[src/rtl/pmcp_pkg.sv]
package pmcp_pkg;

  localparam int CoordBits = 16;

  localparam int QDepth = 2;
  localparam int QPtrW  = $clog2(QDepth);

  localparam int PktBytes = 4;

  typedef enum logic [1:0] {
    OP_CMD     = 2'd0,
    OP_PRESS   = 2'd1,
    OP_RELEASE = 2'd2,
    OP_MOVE    = 2'd3
  } op_e;

  localparam logic [1:0] PendNone = 2'd0;
  localparam logic [1:0] PendRate = 2'd1;
  localparam logic [1:0] PendRes  = 2'd2;

  localparam logic [7:0] AckByte      = 8'hFA;
  localparam logic [7:0] SelfTestOk   = 8'hAA;
  localparam logic [7:0] MouseId      = 8'h00;
  localparam logic [7:0] PktAlwaysOne = 8'h08;
  localparam logic [7:0] DefaultRes   = 8'h02;
  localparam logic [7:0] DefaultRate  = 8'd100;

  localparam logic [7:0] CmdReset    = 8'hFF;
  localparam logic [7:0] CmdDefaults = 8'hF6;
  localparam logic [7:0] CmdGetType  = 8'hF2;
  localparam logic [7:0] CmdStatus   = 8'hE9;
  localparam logic [7:0] CmdSetRate  = 8'hF3;
  localparam logic [7:0] CmdSetRes   = 8'hE8;
  localparam logic [7:0] CmdScale11  = 8'hE6;
  localparam logic [7:0] CmdScale21  = 8'hE7;
  localparam logic [7:0] CmdStream   = 8'hEA;
  localparam logic [7:0] CmdRemote   = 8'hF0;
  localparam logic [7:0] CmdEnable   = 8'hF4;
  localparam logic [7:0] CmdDisable  = 8'hF5;

  localparam int StScaleBit  = 4;
  localparam int StReportBit = 5;
  localparam int StRemoteBit = 6;

  typedef struct packed {
    logic [PktBytes-1:0][7:0] bytes;
    logic [1:0]               cnt_m1;
    logic                     flush;
  } resp_t;

endpackage

[src/rtl/pmcp_front.sv]
module pmcp_front import pmcp_pkg::*; (
  input  logic                 clk_i,
  input  logic                 rst_ni,
  input  logic                 in_valid_i,
  output logic                 in_stall_o,
  input  logic [1:0]           op_i,
  input  logic [7:0]           cmd_byte_i,
  input  logic [2:0]           button_i,
  input  logic [CoordBits-1:0] pos_x_i,
  input  logic [CoordBits-1:0] pos_y_i,
  input  logic                 q_full_i,
  output logic                 q_push_o,
  output resp_t                q_entry_o
);

  logic [1:0]                  pending_q, pending_d;
  logic [7:0]                  status_q, status_d;
  logic [7:0]                  res_q, res_d;
  logic [7:0]                  rate_q, rate_d;
  logic [CoordBits-1:0]        prev_x_q, prev_x_d;
  logic [CoordBits-1:0]        prev_y_q, prev_y_d;
  logic signed [CoordBits:0]   dx_q, dx_d;
  logic signed [CoordBits:0]   dy_q, dy_d;
  logic [7:0]                  btn_q, btn_d;
  logic                        accept;
  logic                        has_resp;
  logic                        pkt_req;
  logic [7:0]                  sx, sy;
  resp_t                       entry;

  function automatic logic [7:0] sat127(input logic signed [CoordBits:0] v);
    if (v > 127) begin
      return 8'h7F;
    end else if (v < -127) begin
      return 8'h81;
    end else begin
      return v[7:0];
    end
  endfunction

  assign accept     = in_valid_i && !q_full_i;
  assign in_stall_o = q_full_i;

  always_comb begin
    pending_d = pending_q;
    status_d  = status_q;
    res_d     = res_q;
    rate_d    = rate_q;
    prev_x_d  = prev_x_q;
    prev_y_d  = prev_y_q;
    dx_d      = dx_q;
    dy_d      = dy_q;
    btn_d     = btn_q;
    has_resp  = 1'b0;
    pkt_req   = 1'b0;
    entry     = '0;
    entry.bytes[0] = AckByte;

    unique case (op_e'(op_i))
      OP_CMD: begin
        if (pending_q == PendRate) begin
          rate_d    = cmd_byte_i;
          pending_d = PendNone;
          has_resp  = 1'b1;
        end else if (pending_q == PendRes) begin
          res_d     = cmd_byte_i;
          pending_d = PendNone;
          has_resp  = 1'b1;
        end else if (pending_q != PendNone) begin
          pending_d = PendNone;
        end else begin
          unique case (cmd_byte_i)
            CmdReset: begin
              status_d       = '0;
              res_d          = DefaultRes;
              rate_d         = DefaultRate;
              has_resp       = 1'b1;
              entry.flush    = 1'b1;
              entry.bytes[1] = SelfTestOk;
              entry.bytes[2] = MouseId;
              entry.cnt_m1   = 2'd2;
            end
            CmdDefaults: begin
              status_d = '0;
              res_d    = DefaultRes;
              rate_d   = DefaultRate;
              has_resp = 1'b1;
            end
            CmdGetType: begin
              has_resp       = 1'b1;
              entry.bytes[1] = MouseId;
              entry.cnt_m1   = 2'd1;
            end
            CmdStatus: begin
              has_resp       = 1'b1;
              entry.bytes[1] = status_q;
              entry.bytes[2] = res_q;
              entry.bytes[3] = rate_q;
              entry.cnt_m1   = 2'd3;
            end
            CmdSetRate: begin
              pending_d = PendRate;
              has_resp  = 1'b1;
            end
            CmdSetRes: begin
              pending_d = PendRes;
              has_resp  = 1'b1;
            end
            CmdScale11: begin
              status_d[StScaleBit] = 1'b0;
              has_resp             = 1'b1;
            end
            CmdScale21: begin
              status_d[StScaleBit] = 1'b1;
              has_resp             = 1'b1;
            end
            CmdStream: begin
              status_d[StRemoteBit] = 1'b0;
              has_resp              = 1'b1;
            end
            CmdRemote: begin
              status_d[StRemoteBit] = 1'b1;
              has_resp              = 1'b1;
            end
            CmdEnable: begin
              status_d[StReportBit] = 1'b1;
              has_resp              = 1'b1;
            end
            CmdDisable: begin
              status_d[StReportBit] = 1'b0;
              has_resp              = 1'b1;
            end
            default: begin
              has_resp = 1'b0;
            end
          endcase
        end
      end
      OP_PRESS: begin
        btn_d   = btn_q | (8'd1 << button_i);
        pkt_req = 1'b1;
      end
      OP_RELEASE: begin
        btn_d   = btn_q & ~(8'd1 << button_i);
        pkt_req = 1'b1;
      end
      OP_MOVE: begin
        dx_d     = $signed({1'b0, pos_x_i}) - $signed({1'b0, prev_x_q});
        dy_d     = $signed({1'b0, pos_y_i}) - $signed({1'b0, prev_y_q});
        prev_x_d = pos_x_i;
        prev_y_d = pos_y_i;
        pkt_req  = 1'b1;
      end
      default: begin
        pkt_req = 1'b0;
      end
    endcase

    sx = sat127(dx_d);
    sy = sat127(dy_d);

    if (pkt_req && status_q[StReportBit]) begin
      has_resp       = 1'b1;
      entry.bytes[0] = PktAlwaysOne | {2'b00, dy_d[CoordBits], dx_d[CoordBits], 1'b0, btn_d[2:0]};
      entry.bytes[1] = sx;
      entry.bytes[2] = sy;
      entry.cnt_m1   = 2'd2;
      dx_d           = '0;
      dy_d           = '0;
    end
  end

  assign q_push_o  = accept && has_resp;
  assign q_entry_o = entry;

  always_ff @(posedge clk_i or negedge rst_ni) begin
    if (!rst_ni) begin
      pending_q <= PendNone;
      status_q  <= '0;
      res_q     <= '0;
      rate_q    <= '0;
      prev_x_q  <= '0;
      prev_y_q  <= '0;
      dx_q      <= '0;
      dy_q      <= '0;
      btn_q     <= '0;
    end else if (accept) begin
      pending_q <= pending_d;
      status_q  <= status_d;
      res_q     <= res_d;
      rate_q    <= rate_d;
      prev_x_q  <= prev_x_d;
      prev_y_q  <= prev_y_d;
      dx_q      <= dx_d;
      dy_q      <= dy_d;
      btn_q     <= btn_d;
    end
  end

endmodule

[src/rtl/pmcp_queue.sv]
module pmcp_queue import pmcp_pkg::*; (
  input  logic  clk_i,
  input  logic  rst_ni,
  input  logic  push_i,
  input  resp_t entry_i,
  output logic  full_o,
  input  logic  pop_i,
  output logic  empty_o,
  output resp_t head_o
);

  resp_t            mem_q [QDepth];
  logic [QPtrW-1:0] wr_ptr_q, rd_ptr_q;
  logic [QPtrW:0]   cnt_q;
  logic             do_push, do_pop;

  assign full_o  = (cnt_q == (QPtrW+1)'(QDepth));
  assign empty_o = (cnt_q == '0);
  assign head_o  = mem_q[rd_ptr_q];
  assign do_push = push_i && !full_o;
  assign do_pop  = pop_i && !empty_o;

  always_ff @(posedge clk_i) begin
    if (do_push) begin
      mem_q[wr_ptr_q] <= entry_i;
    end
  end

  always_ff @(posedge clk_i or negedge rst_ni) begin
    if (!rst_ni) begin
      wr_ptr_q <= '0;
      rd_ptr_q <= '0;
      cnt_q    <= '0;
    end else begin
      if (do_push) begin
        wr_ptr_q <= wr_ptr_q + 1'b1;
      end
      if (do_pop) begin
        rd_ptr_q <= rd_ptr_q + 1'b1;
      end
      if (do_push && !do_pop) begin
        cnt_q <= cnt_q + 1'b1;
      end else if (do_pop && !do_push) begin
        cnt_q <= cnt_q - 1'b1;
      end
    end
  end

endmodule

[src/rtl/pmcp_back.sv]
module pmcp_back import pmcp_pkg::*; (
  input  logic       clk_i,
  input  logic       rst_ni,
  input  logic       q_empty_i,
  input  resp_t      q_head_i,
  output logic       q_pop_o,
  output logic       out_valid_o,
  input  logic       out_stall_i,
  output logic [7:0] data_byte_o,
  output logic       last_o,
  output logic       flush_o
);

  logic       out_valid_q, out_valid_d;
  logic [7:0] data_q, data_d;
  logic       last_q, last_d;
  logic       flush_q, flush_d;
  logic [1:0] idx_q, idx_d;
  logic       load_ok;
  logic       is_last;

  assign load_ok = !out_valid_q || !out_stall_i;
  assign is_last = (idx_q == q_head_i.cnt_m1);

  always_comb begin
    out_valid_d = out_valid_q;
    data_d      = data_q;
    last_d      = last_q;
    flush_d     = flush_q;
    idx_d       = idx_q;
    q_pop_o     = 1'b0;
    if (load_ok) begin
      if (!q_empty_i) begin
        out_valid_d = 1'b1;
        data_d      = q_head_i.bytes[idx_q];
        last_d      = is_last;
        flush_d     = q_head_i.flush && (idx_q == 2'd0);
        if (is_last) begin
          idx_d   = 2'd0;
          q_pop_o = 1'b1;
        end else begin
          idx_d = idx_q + 2'd1;
        end
      end else begin
        out_valid_d = 1'b0;
      end
    end
  end

  always_ff @(posedge clk_i or negedge rst_ni) begin
    if (!rst_ni) begin
      out_valid_q <= 1'b0;
      idx_q       <= 2'd0;
    end else begin
      out_valid_q <= out_valid_d;
      idx_q       <= idx_d;
    end
  end

  always_ff @(posedge clk_i) begin
    data_q  <= data_d;
    last_q  <= last_d;
    flush_q <= flush_d;
  end

  assign out_valid_o = out_valid_q;
  assign data_byte_o = data_q;
  assign last_o      = last_q;
  assign flush_o     = flush_q;

endmodule

[src/rtl/ps2_mouse_command_and_packet.sv]
// Channel   Direction  Handshake              Payload
// in        to block   in_valid_i/in_stall_o   op_i, cmd_byte_i, button_i, pos_x_i, pos_y_i
// out       from block out_valid_o/out_stall_i data_byte_o, last_o, flush_o
//
// The front end accepts one request per cycle while the two-entry response queue has room.
// The back end sends one response byte per cycle while the output is not stalled, and pops a
// request's response from the queue when it loads the last byte. With the back end idle, the
// first byte of a request is written into the queue and then registered onto the output.
// Reset clears all mouse state to zero and empties the queue and the output register.
// A stall on the output backs up the queue and then stalls the input.
module ps2_mouse_command_and_packet import pmcp_pkg::*; (
  input  logic                 clk_i,
  input  logic                 rst_ni,
  input  logic                 in_valid_i,
  output logic                 in_stall_o,
  input  logic [1:0]           op_i,
  input  logic [7:0]           cmd_byte_i,
  input  logic [2:0]           button_i,
  input  logic [CoordBits-1:0] pos_x_i,
  input  logic [CoordBits-1:0] pos_y_i,
  output logic                 out_valid_o,
  input  logic                 out_stall_i,
  output logic [7:0]           data_byte_o,
  output logic                 last_o,
  output logic                 flush_o
);

  logic  q_full, q_push, q_empty, q_pop;
  resp_t q_entry, q_head;

  pmcp_front u_front (
    .clk_i      (clk_i),
    .rst_ni     (rst_ni),
    .in_valid_i (in_valid_i),
    .in_stall_o (in_stall_o),
    .op_i       (op_i),
    .cmd_byte_i (cmd_byte_i),
    .button_i   (button_i),
    .pos_x_i    (pos_x_i),
    .pos_y_i    (pos_y_i),
    .q_full_i   (q_full),
    .q_push_o   (q_push),
    .q_entry_o  (q_entry)
  );

  pmcp_queue u_queue (
    .clk_i   (clk_i),
    .rst_ni  (rst_ni),
    .push_i  (q_push),
    .entry_i (q_entry),
    .full_o  (q_full),
    .pop_i   (q_pop),
    .empty_o (q_empty),
    .head_o  (q_head)
  );

  pmcp_back u_back (
    .clk_i       (clk_i),
    .rst_ni      (rst_ni),
    .q_empty_i   (q_empty),
    .q_head_i    (q_head),
    .q_pop_o     (q_pop),
    .out_valid_o (out_valid_o),
    .out_stall_i (out_stall_i),
    .data_byte_o (data_byte_o),
    .last_o      (last_o),
    .flush_o     (flush_o)
  );

endmodule

[config.mk]
export PLATFORM = sky130hd
export DESIGN_NAME = ps2_mouse_command_and_packet
export DESIGN_NICKNAME = d
export VERILOG_FILES = /design/src/rtl/pmcp_pkg.sv /design/src/rtl/pmcp_front.sv /design/src/rtl/pmcp_queue.sv /design/src/rtl/pmcp_back.sv /design/src/rtl/ps2_mouse_command_and_packet.sv
export SDC_FILE = /design/constraint.sdc
export NUM_CORES = 1
export LEC_CHECK = 0
export ABC_AREA = 1
export BUFFER_PORTS_ARGS = -buffer_cell sky130_fd_sc_hd__buf_2
export CORE_ASPECT_RATIO = 1.4
export CORE_MARGIN = 2
export CORE_UTILIZATION = 40
export DETAILED_ROUTE_END_ITERATION = 10
export MAX_ROUTING_LAYER = met4
export PLACE_DENSITY = 0.63
export SLEW_MARGIN = 20
export SYNTH_ARGS = -nofsm -noshare
export SYNTH_HDL_FRONTEND = slang
export SYNTH_SLANG_ARGS = --single-unit
[constraint.sdc]
create_clock -name clk_i -period 3.9 [get_ports clk_i]
set_input_delay 0.78 -clock clk_i [delete_from_list [all_inputs] [get_ports clk_i]]
set_output_delay 0.78 -clock clk_i [all_outputs]
set_load 0.05 [all_outputs]
==> results of run 1 <==
[routing by layer]
| metal | global-route usage, % | routed length (microns) | part of all wire (%) |
|---|---|---|---|
| met5 | - | 0 | 0 |
| met3 | 2.74 | 634 | 2.8 |
| met4 | 6.86 | 540 | 2.4 |
| met2 | 33.3 | 11600 | 52 |
| met1 | 22.0 | 9780 | 43 |
[cells in the mapped netlist (2+ instances only)]
| cell type | n |
|---|---|
| a21oi_1 | 50 |
| buf_2 | 14 |
| o21ai_1 | 4 |
| a22oi_1 | 3 |
| nand3b_1 | 4 |
| nand2_1 | 312 |
| a22o_1 | 11 |
| nor3_1 | 8 |
| nand2_2 | 17 |
| xor2_1 | 6 |
| o21ai_0 | 84 |
| nand4_1 | 8 |
| edfxtp_1 | 76 |
| a21oi_2 | 7 |
| inv_1 | 181 |
| ha_1 | 39 |
| inv_2 | 5 |
| nor2_2 | 5 |
| clkbuf_1 | 20 |
| nor4_1 | 5 |
| o22ai_1 | 26 |
| a31oi_1 | 9 |
| nand3_1 | 97 |
| dfrtp_1 | 97 |
| o2111ai_1 | 2 |
| clkinv_1 | 2 |
| nor2_1 | 151 |
| fa_1 | 2 |
[flip-flops by register name, indices dropped and copies added, names as in the netlist, 8 cells and up]
name / cells
u_front.prev_x_q: 16
u_front.prev_y_q: 16
u_front.res_q: 8
u_front.dx_q: 17
u_front.rate_q: 8
u_front.dy_q: 17
u_queue.mem_q: 66
u_back.data_byte_o: 8
[worst max-delay path: stages]
cell       delay, ns
buf_2           0.07
inv_1           0.05
ha_1            0.22
fa_1            0.38
inv_1           0.14
nand2_1         0.10
nand2_2         0.10
nand3_2         0.08
nand2_2         0.10
nand3_1         0.07
o2111ai_1       0.11
nand2_1         0.11
o21ai_1         0.33
inv_2           0.10
nand2_4         0.12
nand3_1         0.07
nand2_1         0.07
nand2_1         0.10
[area by class of cell]
class                           instances  share of cell area (%)
Multi-Input combinational cell        862                    38.8
Sequential cell                       173                    42.3
Clock buffer                           18                    3.86
Clock inverter                         14                    1.34
Timing Repair Buffer                   74                    3.78
Inverter                              188                    6.34
Tap cell                              315                    3.54
[per-stage QoR]
stage | total power, mW | hold slack [ns] | instances | util [%] | setup slack (ns)
final | 7.96 | 0.411 | 1644 | 45.4 | 0.970
after CTS | 8.03 | 0.436 | 1644 | 45.4 | 0.960
after global routing | 8.68 | 0.480 | 1644 | 45.4 | 0.723
after floorplan | 5.45 | 0.442 | 1258 | - | 0.236
after detailed placement | 6.31 | 0.472 | 1612 | 43.0 | 0.498
after global placement | 6.26 | 0.458 | 1612 | 43.0 | 0.549
[worst min-delay path by stage]
stage	startpoint	slack, ns	cells past startpoint	endpoint
after global routing	rst_ni	0.48	1	u_front.prev_y_q[10]$_DFFE_PN0P_
after CTS	rst_ni	0.44	1	u_front.prev_y_q[10]$_DFFE_PN0P_
after floorplan	u_queue.wr_ptr_q$_DFFE_PN0P_	0.44	2	u_queue.wr_ptr_q$_DFFE_PN0P_
after detailed placement	u_queue.wr_ptr_q$_DFFE_PN0P_	0.47	2	u_queue.wr_ptr_q$_DFFE_PN0P_
after global placement	u_queue.wr_ptr_q$_DFFE_PN0P_	0.46	2	u_queue.wr_ptr_q$_DFFE_PN0P_
final	rst_ni	0.41	1	u_front.prev_y_q[10]$_DFFE_PN0P_
[cells in the final DEF (no fill, tap or decap), drive strengths merged, types with 2 or more instances in the layout]
cell      count
xor2          6
a31oi         9
a22o         11
clkbuf       18
o21ai        88
nand3b        4
nor4          5
nor2        157
nand2       330
ha           39
nand3        98
a21oi        57
fa            2
buf          74
inv         195
edfxtp       76
o2111ai       2
dfrtp        97
nand4         8
clkinvlp      3
o22ai        26
clkinv        3
a22oi         3
nor3          9
[where the power goes]
group	internal (mW)	total, mW	switching (mW)
combinational	1.20	3.63	2.42
sequential	2.43	2.65	0.217
clock	0.907	1.69	0.780
[logic make-up after synthesis]
kind of cell | synth area share [%]
xor gates and xnor gates | 0.621
and+or+nand+nor | 25.9
adders and majority gates | 5.35
buffers and inverters | 8.69
DFF | 47.7
AOI/OAI and AO/OA | 11.7
==> impl_metrics.json, run 1 <==
{
  "fin_setup_tns_ns": 0,
  "clock_skew_ns": 0.00509,
  "nets": 1406,
  "io_pins": 61,
  "endpoint": "u_queue.mem_q[1][19]$_DFFE_PP_",
  "synth_area_leaders": "dfrtp_1 (25%), edfxtp_1 (23%), nand2_1 (12%)",
  "port_buffers": 60,
  "dp_hpwl_mm": 17.0,
  "routed-via-count": 8226,
  "cts_tree": "yes",
  "slew_headroom_pct": 35.0,
  "grt_antenna_before_repair": 0,
  "die_h_microns": 190,
  "cts_max_level": 4,
  "worstMarginPinSlew_ns": 0.971,
  "grt_pass1_wl_mm": 38.0,
  "clk_latency_ns": 0.44,
  "grt_max_degree": 65,
  "drv_slew": 0,
  "endpoint_kind": "flop",
  "final-seq-area_sq_mm": 0.00471,
  "syn-num-nets": 1348,
  "cp.required_ns": 4.07,
  "place_congestion": 0.865,
  "post-route-drc-count": 0,
  "cts_resized": 0,
  "gr-usage-all-layers_pct": 19.0,
  "multi_input_area_sq_mm": 0.00432,
  "area_growth_pct": 12.7,
  "worstPathArrival_ns": 3.10,
  "initial_core_util_pct": 40.3,
  "gr-total-overflow": 0,
  "async_flop_share_pct": 56.1,
  "synthDistinctLibCells": 41,
  "synth-edff-count": 76,
  "rsz0062_at_grt": "false",
  "path_max_fanout": 7,
  "yosysTopAreaCellShare_pct": 24.6,
  "synth.yosys.warnings": 0,
  "fin_area_sq_mm": 0.0111,
  "cts_setup_buffers": 0,
  "min_path_type": "in -> async",
  "clockBufferDepth": 2,
  "syn_area_sq_mm": 0.00987,
  "core_sq_mm": 0.0245,
  "rr_worst_depth": 16,
  "via_per_inst": 5.00,
  "die_x_microns": 137,
  "rows": 68,
  "drt_iter0_markers": 530,
  "clockRootBuffer": "clkbuf_16",
  "drv_cap": 0,
  "die-area_sq_mm": 0.0260,
  "synth_ff_type": "dfrtp_1",
  "r2r_slack_ns": 1.07,
  "synth_top_cell_by_area": "dfrtp_1",
  "period_share_pct": 75.1,
  "start_kind": "input port",
  "place_area_sq_mm": 0.0105,
  "wl_mm": 22.6,
  "critPathKind": "in -> reg",
  "cts.sinks": 173,
  "ys_seq_area_share_pct": 47.7,
  "drtAntennaViolNets": 0,
  "reg2reg_from": "u_front.prev_y_q[0]$_DFFE_PN0P_",
  "drive_above_1_share_pct": 11.0,
  "synth-seq-cells": 173,
  "grt_pass1_vias": 8075,
  "holdBufCountCts": 0,
  "antennaDiodeCount": 0,
  "status": "complete, no violations",
  "min_period_ns": 2.93,
  "fillCellCount": 2509,
  "cts_inserted_buffers": 17,
  "wl_per_cell_microns": 13.7,
  "power_density_mw_per_mm2": 715,
  "hold_viol": 0,
  "cellLeakagePower_nw": 5.50,
  "r2r-end": "u_queue.mem_q[1][19]$_DFFE_PP_",
  "crit_start": "pos_y_i[0]",
  "cts.clk_slew.worst_paths_ns": 0.07,
  "synthCells": 1258,
  "peakVddDrop_mv": 0.474,
  "fmax_mhz": 341,
  "setup_viol": 0,
  "syn-mean-instance-area_sq_um": 7.85,
  "dr.pass1.iters": 5
}
Power figures use the tool's default switching activity.
==> inputs of run 2 (changes only) <==
- clock period: 3.9 -> 2.9 ns (I/O delays scaled with it)
==> run 2 against run 1 <==
Compared with the run above: worst setup slack lost 0.72 ns; clock skew grew 0.012 ns; sequential power grew 34%; sequential cell count is the same; die area is the same; non-clock buffer count grew 49; largest power group unchanged; clock-buffer cell count is the same; register-to-register slack lost 0.82 ns; critical path depth is the same; cell count grew 3.0%; global-route usage grew 0.74 points.
==> impl_metrics.json, run 2 (synthesis results as in run 1) <==
{
  "routed-via-count": 8410,
  "hold_viol": 0,
  "cts_max_level": 4,
  "post-route-drc-count": 0,
  "top_regs": "u_queue.mem_q: 66 flops, u_front.dx_q: 17 flops, u_front.dy_q: 17 flops",
  "pre_cts_slack_ns": -0.226,
  "clock_skew_ns": 0.0175,
  "die_x_microns": 137,
  "fin_setup_tns_ns": 0,
  "power_density_mw_per_mm2": 946,
  "setup_viol": 0,
  "wl_per_cell_microns": 13.6,
  "dr.pass1.iters": 5,
  "cpMostUsedCell": "nand2_1",
  "peakVddDrop_mv": 0.512,
  "io_pins": 61,
  "period_share_pct": 91.3,
  "slew_headroom_pct": 62.7,
  "clockRootBuffer": "clkbuf_16",
  "drv_cap": 0,
  "drt_iter0_markers": 498,
  "regMostFlops": "u_queue.mem_q",
  "wl_mm": 23.0,
  "grt_pass1_vias": 8268,
  "gr-total-overflow": 0,
  "status": "complete, no violations",
  "fmax_mhz": 378,
  "start_kind": "flop",
  "cts.clk_slew.worst_paths_ns": 0.07,
  "p_seq_share_pct": 32.4,
  "clk_latency_ns": 0.44,
  "area_growth_pct": 17.4,
  "cellLeakagePower_nw": 5.75,
  "cts_setup_buffers": 0,
  "antennaDiodeCount": 0,
  "gr-usage-all-layers_pct": 19.8,
  "final_cell_mix": "nand2_1 (311), inv_1 (181), nor2_1 (148)",
  "cp_slowest_stage_delay_ns": 0.38,
  "initial_core_util_pct": 40.3,
  "pwr-share-comb_pct": 46.6,
  "nets": 1456,
  "switchingPower_mw": 4.63,
  "grt_max_degree": 65,
  "holdBufCountCts": 0,
  "p_int_mw": 6.34,
  "fin_util_pct": 47.3,
  "rows": 68,
  "core_sq_mm": 0.0245,
  "via_per_inst": 4.96,
  "drive_above_1_share_pct": 14.5,
  "largest_register_ffs": 66,
  "place_congestion": 0.862,
  "holdWs_ns": 0.103,
  "drv_slew": 0,
  "place_area_sq_mm": 0.0110,
  "drtAntennaViolNets": 0,
  "p_clk_share_pct": 21.0,
  "grt_antenna_before_repair": 0,
  "cts.sinks": 173,
  "path_cells": "ha_1 -> fa_2 -> inv_1 -> nand3_1 -> nand2_1 -> nand3_1 -> nand2_1 -> nand2_1 -> nand3_1 -> nand3_1 -> nand2_1 -> nand2_1 -> nor2_1 -> nand2_1 -> nand2_2 -> nand2_1 -> nand2_1 -> nand2_1",
  "cp.required_ns": 3.08,
  "clockBufferDepth": 2,
  "cts_tree": "yes",
  "die-area_sq_mm": 0.0260,
  "netSwitchingFraction_pct": 42.2,
  "rsz0062_at_grt": "false",
  "endpoint_kind": "flop",
  "worst_path_max_delay_cell": "dfrtp_1",
  "dp_hpwl_mm": 17.2,
  "setup_ws_ns": 0.252,
  "cts_resized": 0,
  "die_h_microns": 190,
  "final_common_cell": "nand2_1",
  "cts_inserted_buffers": 17,
  "worstMarginPinSlew_ns": 0.558,
  "grt_pass1_wl_mm": 39.3,
  "min_period_ns": 2.65,
  "worstPathArrival_ns": 2.83,
  "path_max_fanout": 3,
  "min_path_type": "in -> async",
  "fin_area_sq_mm": 0.0116,
  "critPathKind": "reg -> reg",
  "port_buffers": 60
}
-- run 2: cell types whose count changed in the layout (fill, tap and decap cells not counted), moves of 2 or more --
cell      delta
fa_1         -2
clkinv_4     +3
inv_6        +2
inv_8        -5
nor2_1       -2
fa_2         +2
buf_12       +5
buf_4       +44
nor2_4       +2
-- run 2: final cells by class --
class / count / area [sq um]
Tap cell: 315 / 394
Sequential cell: 173 / 4710
Fill cell: 2464 / 12900
Multi-Input combinational cell: 863 / 4350
Clock inverter: 14 / 159
Timing Repair Buffer: 123 / 851
Clock buffer: 18 / 429
Inverter: 188 / 706
-- run 2: layer usage --
metal | track usage, % | wire, microns
met1 | 23.0 | 9580
met2 | 34.0 | 11900
met3 | 3.12 | 741
met5 | - | 0
met4 | 7.73 | 720
-- run 2: per-stage QoR --
stage	total power, mW	std cells
final	11.0	1694
after global placement	8.60	1661
after global routing	12.0	1694
after detailed placement	8.70	1661
after CTS	11.0	1693
after floorplan	7.34	1258
-- run 2: power groups by stage --
stage / Sequential (mW) / Clock, mW / Combinational, mW
4_1_cts: 3.56 / 2.34 / 5.12
2_1_floorplan: 3.80 / 0 / 3.54
5_1_grt: 3.62 / 2.45 / 5.89
3_5_place_dp: 3.59 / 0 / 5.10
6_report: 3.55 / 2.30 / 5.11
3_3_place_gp: 3.58 / 0 / 5.02
-- run 2: critical path, delay by kind of cell (launching register included) --
family,cells,cell delay (ns)
simple gates,15,1.39
fa+ha+maj,2,0.55
flops,1,0.38
buf+inv,1,0.06
-- run 2: final timing paths --
kind	from	slack, ns	cells after the start	end
max	u_front.prev_x_q[0]$_DFFE_PN0P_	0.25	18	u_queue.mem_q[0][14]$_DFFE_PP_
min	rst_ni	0.10	1	u_front.prev_y_q[9]$_DFFE_PN0P_
max reg2reg	u_front.prev_x_q[0]$_DFFE_PN0P_	0.25	18	u_queue.mem_q[0][14]$_DFFE_PP_
min reg2reg	u_queue.wr_ptr_q$_DFFE_PN0P_	0.47	2	u_queue.wr_ptr_q$_DFFE_PN0P_
max in group asynchronous	rst_ni	2.05	2	u_front.rate_q[6]$_DFFE_PN0P_
min in group clk_i	out_stall_i	0.40	3	u_back.out_valid_o$_DFFE_PN0N_
